## config.mk

```make
export PLATFORM = sky130hd
export DESIGN_NAME = ti_txt_record_parser_unit
export DESIGN_NICKNAME = d
export VERILOG_FILES = /design/src/rtl/core/tirp_pkg.sv /design/src/rtl/core/tirp_front.sv /design/src/rtl/core/tirp_queue.sv /design/src/rtl/core/tirp_back.sv /design/src/rtl/core/ti_txt_record_parser_unit.sv
export SDC_FILE = /design/constraint.sdc
export NUM_CORES = 1
export LEC_CHECK = 0
export BUFFER_PORTS_ARGS = -buffer_cell sky130_fd_sc_hd__buf_2
export CAP_MARGIN = 25
export CORE_MARGIN = 8
export CORE_UTILIZATION = 45
export CTS_CLUSTER_DIAMETER = 60
export DETAILED_ROUTE_END_ITERATION = 16
export PLACE_DENSITY = 0.74
export REMOVE_ABC_BUFFERS = 1
export SLEW_MARGIN = 20
export SYNTH_ARGS = -nofsm -noshare
export SYNTH_HDL_FRONTEND = slang
export SYNTH_SLANG_ARGS = --single-unit
```

## constraint.sdc

```tcl
create_clock -name clock -period 5.28 [get_ports clock]
set_input_delay 0.528 -clock clock [delete_from_list [all_inputs] [get_ports clock]]
set_output_delay 0.528 -clock clock [all_outputs]
set_load 0.02 [all_outputs]
```

## src/rtl/core/tirp_pkg.sv

```systemverilog
// ----------------------------------------------------------------------------
// tirp_pkg: shared types and constants for the TI-TXT record parser
// Character codes, command classes passed from the front part to the back
// part, token modes and record kinds.
// ----------------------------------------------------------------------------
package tirp_pkg;

   // Character codes
   localparam logic [7:0] CHAR_TAB   = 8'h09;
   localparam logic [7:0] CHAR_CR    = 8'h0D;
   localparam logic [7:0] CHAR_SPACE = 8'h20;
   localparam logic [7:0] CHAR_AT    = 8'h40;
   localparam logic [7:0] CHAR_Q_UP  = 8'h51;
   localparam logic [7:0] CHAR_Q_LO  = 8'h71;
   localparam logic [7:0] CHAR_0     = 8'h30;
   localparam logic [7:0] CHAR_9     = 8'h39;
   localparam logic [7:0] CHAR_A_UP  = 8'h41;
   localparam logic [7:0] CHAR_F_UP  = 8'h46;
   localparam logic [7:0] CHAR_A_LO  = 8'h61;
   localparam logic [7:0] CHAR_F_LO  = 8'h66;
   localparam logic [3:0] HEX_TEN    = 4'd10;

   localparam int unsigned VALUE_W = 32;
   localparam int unsigned DIGIT_W = 4;

   // Record kinds
   localparam logic KIND_ADDR = 1'b0;
   localparam logic KIND_DATA = 1'b1;

   // Command class decided by the front part
   typedef enum logic [2:0] {
      OP_DIGIT,
      OP_BLANK,
      OP_AT,
      OP_QUIT,
      OP_EOS
   } op_type;

   // Open token mode held by the back part
   typedef enum logic [1:0] {
      MODE_IDLE = 2'd0,
      MODE_ADDR = 2'd1,
      MODE_DATA = 2'd2
   } mode_type;

   // One classified item
   typedef struct packed {
      op_type              op;
      logic [DIGIT_W-1:0]  digit;
   } cmd_type;

endpackage

```

## src/rtl/core/tirp_front.sv

```systemverilog
// ----------------------------------------------------------------------------
// tirp_front: input item classifier
// Accepts one character or end-of-stream mark per cycle while the queue has room
// and turns it into a command class plus its hex digit value for the command queue.
// ----------------------------------------------------------------------------
module tirp_front (
   input  logic                  req_valid,
   output logic                  req_ready,
   input  logic [7:0]            req_char_code,
   input  logic                  req_end_of_stream,
   input  logic                  q_full,
   output logic                  q_push,
   output tirp_pkg::cmd_type     q_cmd
);
   import tirp_pkg::*;

   logic is_blank;
   logic is_dec;
   logic is_hex_up;
   logic is_hex_lo;

   // Accept whenever the queue has room
   assign req_ready = !q_full;
   assign q_push    = req_valid && !q_full;

   // Decode character classes
   assign is_blank  = (req_char_code == CHAR_SPACE) ||
                      ((req_char_code >= CHAR_TAB) && (req_char_code <= CHAR_CR));
   assign is_dec    = (req_char_code >= CHAR_0) && (req_char_code <= CHAR_9);
   assign is_hex_up = (req_char_code >= CHAR_A_UP) && (req_char_code <= CHAR_F_UP);
   assign is_hex_lo = (req_char_code >= CHAR_A_LO) && (req_char_code <= CHAR_F_LO);

   // Pick the command class and digit value; non-hex counts as zero
   always_comb begin
      q_cmd.digit = '0;
      if (is_dec) begin
         q_cmd.digit = req_char_code[3:0];
      end else if (is_hex_up || is_hex_lo) begin
         q_cmd.digit = HEX_TEN + {1'b0, req_char_code[2:0]} - 4'd1;
      end
      if (req_end_of_stream) begin
         q_cmd.op = OP_EOS;
      end else if (is_blank) begin
         q_cmd.op = OP_BLANK;
      end else if (req_char_code == CHAR_AT) begin
         q_cmd.op = OP_AT;
      end else if ((req_char_code == CHAR_Q_UP) || (req_char_code == CHAR_Q_LO)) begin
         q_cmd.op = OP_QUIT;
      end else begin
         q_cmd.op = OP_DIGIT;
      end
   end

endmodule

```

## src/rtl/core/tirp_queue.sv

```systemverilog
// ----------------------------------------------------------------------------
// tirp_queue: two-entry command queue
// Decouples the classifier from the record builder; push and pop may happen
// in the same cycle.
// ----------------------------------------------------------------------------
module tirp_queue (
   input  logic                  clock,
   input  logic                  reset,
   input  logic                  push,
   input  tirp_pkg::cmd_type     push_cmd,
   output logic                  full,
   input  logic                  pop,
   output logic                  not_empty,
   output tirp_pkg::cmd_type     head_cmd
);
   import tirp_pkg::*;

   cmd_type    slot_ff [2];
   logic       wr_ptr_ff, wr_ptr_in;
   logic       rd_ptr_ff, rd_ptr_in;
   logic [1:0] count_ff,  count_in;

   assign full      = (count_ff == 2'd2);
   assign not_empty = (count_ff != 2'd0);
   assign head_cmd  = slot_ff[rd_ptr_ff];

   // Advance pointers and count
   always_comb begin
      wr_ptr_in = wr_ptr_ff ^ push;
      rd_ptr_in = rd_ptr_ff ^ pop;
      count_in  = count_ff + {1'b0, push} - {1'b0, pop};
   end

   always_ff @(posedge clock) begin
      if (reset) begin
         wr_ptr_ff <= 1'b0;
         rd_ptr_ff <= 1'b0;
         count_ff  <= 2'd0;
      end else begin
         wr_ptr_ff <= wr_ptr_in;
         rd_ptr_ff <= rd_ptr_in;
         count_ff  <= count_in;
      end
   end

   // Store pushed item
   always_ff @(posedge clock) begin
      if (push) begin
         slot_ff[wr_ptr_ff] <= push_cmd;
      end
   end

`ifndef SYNTHESIS
   a_no_overflow: assert property (@(posedge clock) disable iff (reset)
      full |-> !push)
      else $error("queue push while full");
   a_no_underflow: assert property (@(posedge clock) disable iff (reset)
      !not_empty |-> !pop)
      else $error("queue pop while empty");
   a_count_range: assert property (@(posedge clock) disable iff (reset)
      count_ff != 2'd3)
      else $error("queue count out of range");
`endif

endmodule

```

## src/rtl/core/tirp_back.sv

```systemverilog
// ----------------------------------------------------------------------------
// tirp_back: record builder
// Pops classified items, tracks the open token and its value, and emits a
// record into the output register when a token closes.
// ----------------------------------------------------------------------------
module tirp_back (
   input  logic                          clock,
   input  logic                          reset,
   input  logic                          q_not_empty,
   input  tirp_pkg::cmd_type             q_cmd,
   output logic                          q_pop,
   output logic                          rsp_valid,
   input  logic                          rsp_ready,
   output logic                          rsp_record_kind,
   output logic [tirp_pkg::VALUE_W-1:0]  rsp_record_value
);
   import tirp_pkg::*;

   mode_type            mode_ff,  mode_in;
   logic [VALUE_W-1:0]  acc_ff,   acc_in;
   logic                stop_ff,  stop_in;
   logic                rsp_valid_ff, rsp_valid_in;
   logic                kind_ff;
   logic [VALUE_W-1:0]  value_ff;
   logic                emit;
   logic                emit_kind;

   // Pop when the output slot is free or drains this cycle
   assign q_pop = q_not_empty && (!rsp_valid_ff || rsp_ready);

   // Next token state and record decision
   always_comb begin
      mode_in   = mode_ff;
      acc_in    = acc_ff;
      stop_in   = stop_ff;
      emit      = 1'b0;
      emit_kind = (mode_ff == MODE_ADDR) ? KIND_ADDR : KIND_DATA;
      if (q_pop && !stop_ff) begin
         case (q_cmd.op)
            OP_EOS: begin
               emit    = (mode_ff != MODE_IDLE);
               mode_in = MODE_IDLE;
               acc_in  = '0;
               stop_in = 1'b1;
            end
            OP_BLANK: begin
               emit    = (mode_ff != MODE_IDLE);
               mode_in = MODE_IDLE;
               acc_in  = '0;
            end
            default: begin
               if (mode_ff == MODE_IDLE) begin
                  if (q_cmd.op == OP_AT) begin
                     mode_in = MODE_ADDR;
                     acc_in  = '0;
                  end else if (q_cmd.op == OP_QUIT) begin
                     stop_in = 1'b1;
                  end else begin
                     mode_in = MODE_DATA;
                     acc_in  = {{(VALUE_W-DIGIT_W){1'b0}}, q_cmd.digit};
                  end
               end else begin
                  acc_in = {acc_ff[VALUE_W-DIGIT_W-1:0], DIGIT_W'(0)} +
                           {{(VALUE_W-DIGIT_W){1'b0}}, q_cmd.digit};
               end
            end
         endcase
      end
      rsp_valid_in = emit ? 1'b1 : (rsp_ready ? 1'b0 : rsp_valid_ff);
   end

   always_ff @(posedge clock) begin
      if (reset) begin
         mode_ff      <= MODE_IDLE;
         acc_ff       <= '0;
         stop_ff      <= 1'b0;
         rsp_valid_ff <= 1'b0;
      end else begin
         mode_ff      <= mode_in;
         acc_ff       <= acc_in;
         stop_ff      <= stop_in;
         rsp_valid_ff <= rsp_valid_in;
      end
   end

   // Load record payload
   always_ff @(posedge clock) begin
      if (emit) begin
         kind_ff  <= emit_kind;
         value_ff <= acc_ff;
      end
   end

   assign rsp_valid        = rsp_valid_ff;
   assign rsp_record_kind  = kind_ff;
   assign rsp_record_value = value_ff;

`ifndef SYNTHESIS
   a_no_emit_stopped: assert property (@(posedge clock) disable iff (reset)
      stop_ff |-> !emit)
      else $error("record emitted after stop");
   a_emit_needs_token: assert property (@(posedge clock) disable iff (reset)
      emit |-> (mode_ff != MODE_IDLE))
      else $error("record emitted with no open token");
   a_stop_sticks: assert property (@(posedge clock) disable iff (reset)
      stop_ff |=> stop_ff)
      else $error("stop flag cleared without reset");
   a_no_pop_stalled: assert property (@(posedge clock) disable iff (reset)
      (rsp_valid_ff && !rsp_ready) |-> !q_pop)
      else $error("item popped while record stalled");
`endif

endmodule

```

## src/rtl/core/ti_txt_record_parser_unit.sv

```systemverilog
// ----------------------------------------------------------------------------
// ti_txt_record_parser_unit: TI-TXT firmware text record parser
// Parses a character stream into address and data records.
//
//   Channel | Direction | Payload
//   req_    | in        | char_code[7:0], end_of_stream
//   rsp_    | out       | record_kind, record_value[31:0]
//
// One item per cycle sustained while rsp_ does not stall. A record appears on
// rsp_ after the item that closes its token is accepted and passes through the
// command queue, then the output register.
// Synchronous reset clears the queue, token state, stop flag and output valid.
// A stalled rsp_ holds the builder; req_ keeps taking items until the
// two-entry queue fills.
// ----------------------------------------------------------------------------
module ti_txt_record_parser_unit (
   input  logic                          clock,
   input  logic                          reset,
   input  logic                          req_valid,
   output logic                          req_ready,
   input  logic [7:0]                    req_char_code,
   input  logic                          req_end_of_stream,
   output logic                          rsp_valid,
   input  logic                          rsp_ready,
   output logic                          rsp_record_kind,
   output logic [tirp_pkg::VALUE_W-1:0]  rsp_record_value
);
   import tirp_pkg::*;

   logic    q_full;
   logic    q_push;
   logic    q_pop;
   logic    q_not_empty;
   cmd_type push_cmd;
   cmd_type head_cmd;

   // Classify input items
   tirp_front u_front (
      .req_valid         (req_valid),
      .req_ready         (req_ready),
      .req_char_code     (req_char_code),
      .req_end_of_stream (req_end_of_stream),
      .q_full            (q_full),
      .q_push            (q_push),
      .q_cmd             (push_cmd)
   );

   // Buffer classified items
   tirp_queue u_queue (
      .clock     (clock),
      .reset     (reset),
      .push      (q_push),
      .push_cmd  (push_cmd),
      .full      (q_full),
      .pop       (q_pop),
      .not_empty (q_not_empty),
      .head_cmd  (head_cmd)
   );

   // Build and emit records
   tirp_back u_back (
      .clock            (clock),
      .reset            (reset),
      .q_not_empty      (q_not_empty),
      .q_cmd            (head_cmd),
      .q_pop            (q_pop),
      .rsp_valid        (rsp_valid),
      .rsp_ready        (rsp_ready),
      .rsp_record_kind  (rsp_record_kind),
      .rsp_record_value (rsp_record_value)
   );

endmodule
```

==> results.cfg <==
[pwr]
irDropWorstVdd_v = 0.000201
intPower_mw = 1.16
finalPower_mw = 1.77
powerDensity_mw_per_mm2 = 440
switchingPower_mw = 0.615
switching_share_pct = 34.7
comb_power_share_pct = 27.6
seqPwrFrac_pct = 47.3
p_clk_share_pct = 25.1
leakagePower_nw = 1.35

[placement]
place_congestion = 0.731
dp_hpwl_um = 4010
place_ws_ns = 2.74
dp_cells = 419
portBuffers = 47
dpl_cell_area_mm2 = 0.00383

[run]
cap_violations = 0

[detailed_routing]
avgViaCountPerCell = 5.37
drtIter0Drc = 97
vias = 2335
antenna_left = 0
drc = 0
dr.pass1.iters = 4
wl_per_cell_um = 14.1
drt-total-wl_um = 6110

[timing]
setup-violations-final = 0
finalWorstSetupSlack_ns = 2.78
setup-tns-final_ns = 0
max_freq_ghz = 0.401
rsz0062_at_grt = false
drv_slew = 0
max_slew.worst_pin.slew_ns = 0.988
max_slew_margin_pct = 34.1
min_period_ns = 2.50
fin_crit_sh_pct = 47.3
whs_ns = 0.396
finalClockSkew_ns = 0.00771
timing_hold_violations_final = 0

[setup_path]
r2r_end = u_back.rsp_record_value[25]$_DFFE_PP_
cp_slowest_stage_delay_ns = 0.66
crit_buf_inv = 1
cp-end-kind = flop
worst_r2r_path_depth = 3
r2r_slack_ns = 2.78
crit_path_start = u_queue.rd_ptr_ff$_SDFF_PP0_
crit_cells = 3
cp.required_ns = 5.31
slowest_stage = dfxtp_1
path_max_fanout = 28
start_kind = flop
cp_cell_sequence = mux2i_1 > and3_1 > buf_4
cp-endpoint = u_back.rsp_record_value[25]$_DFFE_PP_
worstReg2RegStart = u_queue.rd_ptr_ff$_SDFF_PP0_
critical_path_arrival_ns = 2.53
cp_top_family = flip-flops
crit_type = reg2reg

[yosys]
ys_ff_latch = 87
async_reset_ff_share_pct = 0
syn_area_mm2 = 0.00352
synth-warning-count = 0
avgSynthCellArea_um2 = 12.2
synth_cell_type_count = 47
postSynthCellCount = 289
synth_ff_type = edfxtp_1
seq_area_frac_synth_pct = 62.8
synth_edf_count = 47

[floorplanning]
die-area_mm2 = 0.0109
core_mm2 = 0.00765
rows = 32
ios = 48
start_util_pct = 46.1
die_w_um = 105
chipHeight_um = 105

[cts]
cts_root_buffer = clkbuf_8
h-tree-depth = 3
clk_latency_ns = 0.35
clock_sinks = 87
cts_max_path_buffers = 2
path_clk_slew_ns = 0.08
tritoncts = built
holdBufCountCts = 0
numCtsBuffers = 9
cts_setup_buffers = 0
postCtsResizedCells = 0

[final_layout]
nFillCells = 653
final_nets = 350
final_area_mm2 = 0.00403
final_core_util_pct = 52.7
fin_cells = 435
drive_gt1_share_pct = 22.8
antennaDiodeCount = 0
layout_common_cells = buf_2 (47), edfxtp_1 (47), dfxtp_1 (40)
syn_to_final_growth_pct = 14.4

[global_routing]
grt_pass1_vias = 2248
grt_overflow = 0
grt_start_max_net_pins = 41
grt_pass1_wl_um = 10400
track_usage_pct = 11.5
antenna_found_initial = 0

[min_path]
min_path_type = in2reg

[status]
status = finished, final reports clean
## worst reg2reg max path, cell delays in order, from the launching register on
cell     delay (ns)
dfxtp_1        0.66
mux2i_1        0.63
and3_1         0.48
buf_4          0.39
## area by class of cell
class	count	area (um2)	share of cell area, %
multi-input cells	170	1200	29.7
clock buffers	11	163	4.03
clock inverters	5	37.5	0.931
inverters	10	37.5	0.931
repair buffers	50	258	6.39
flip-flops and latches	87	2210	54.9
well taps	102	128	3.17
## logic make-up (layout without fill, tap and decap cells)
group | Yosys count | in the layout | synth area share [%]
xor gates and xnor gates | 5 | 5 | 1.24
muxes | 9 | 9 | 3.12
and+or+nand+nor | 39 | 39 | 6.18
adders and majority gates | 9 | 9 | 3.19
buffers and inverters | 32 | 76 | 4.30
AOI/OAI and AO/OA | 108 | 108 | 19.2
DFF | 87 | 87 | 62.8
## worst min path at each step
stage / from / slack (ns) / to / cells after the start
2_1_floorplan: u_back.acc_ff[28]$_SDFFE_PP0P_ / 0.40 / u_back.rsp_record_value[28]$_DFFE_PP_ / 0
4_1_cts: req_end_of_stream / 0.38 / u_queue.slot_ff[1][6]$_DFFE_PP_ / 1
5_1_grt: req_end_of_stream / 0.38 / u_queue.slot_ff[1][6]$_DFFE_PP_ / 1
3_3_place_gp: u_back.acc_ff[28]$_SDFFE_PP0P_ / 0.41 / u_back.rsp_record_value[28]$_DFFE_PP_ / 0
6_report: req_end_of_stream / 0.40 / u_queue.slot_ff[1][6]$_DFFE_PP_ / 1
3_5_place_dp: u_back.acc_ff[28]$_SDFFE_PP0P_ / 0.41 / u_back.rsp_record_value[28]$_DFFE_PP_ / 0
## flip-flops by register name (all words and copies together) (netlist names)
| signal | flops |
|---|---|
| u_back.acc_ff | 32 |
| u_back.rsp_record_value | 32 |
| u_queue.slot_ff | 14 |
| u_back.mode_ff | 2 |
| u_queue.count_ff | 2 |
| u_back.rsp_record_kind | 1 |
| u_back.rsp_valid | 1 |
| u_back.stop_ff | 1 |
| u_queue.rd_ptr_ff | 1 |
| u_queue.wr_ptr_ff | 1 |
## power groups by stage
stage               Clock (mW)  Combinational (mW)  Sequential, mW
floorplan                    0               0.301           0.882
global placement             0               0.471           0.854
detailed placement           0               0.490           0.857
CTS                      0.459               0.493           0.841
global route             0.486               0.539           0.850
finish                   0.445               0.489           0.839
## cells in the mapped netlist (2+ instances only)
master    number  share of area (%)
xor2_1         2               0.50
nor2b_1        3               0.53
clkbuf_2       4               0.57
o32ai_1        4               0.99
nand2_1        8               0.85
nor3_1         3               0.43
nor2_1         7               0.75
ha_1           9                3.2
nor4b_1        2               0.50
xnor2_1        3               0.75
a21oi_1       34                4.8
edfxtp_1      47                 40
buf_2          6               0.85
dfxtp_1       40                 23
inv_1         10                1.1
nand3_1        2               0.28
clkbuf_1       9               0.96
mux2_2         2               0.64
o21ai_0       28                4.0
o211ai_1      28                6.0
nand2b_1       5               0.89
or3_1          2               0.35
mux2i_1        5                1.4
a22o_1         2               0.50
buf_6          2               0.64
## metal layers
layer	GRT usage [%]	up-vias	routed length, um
met4	4.45	0	93
met5	0	-	0
met1	13.7	1087	2820
met3	5.58	9	448
met2	17.4	64	2750
li1	-	1175	-
Note: power is estimated with default switching activity, not from simulation.
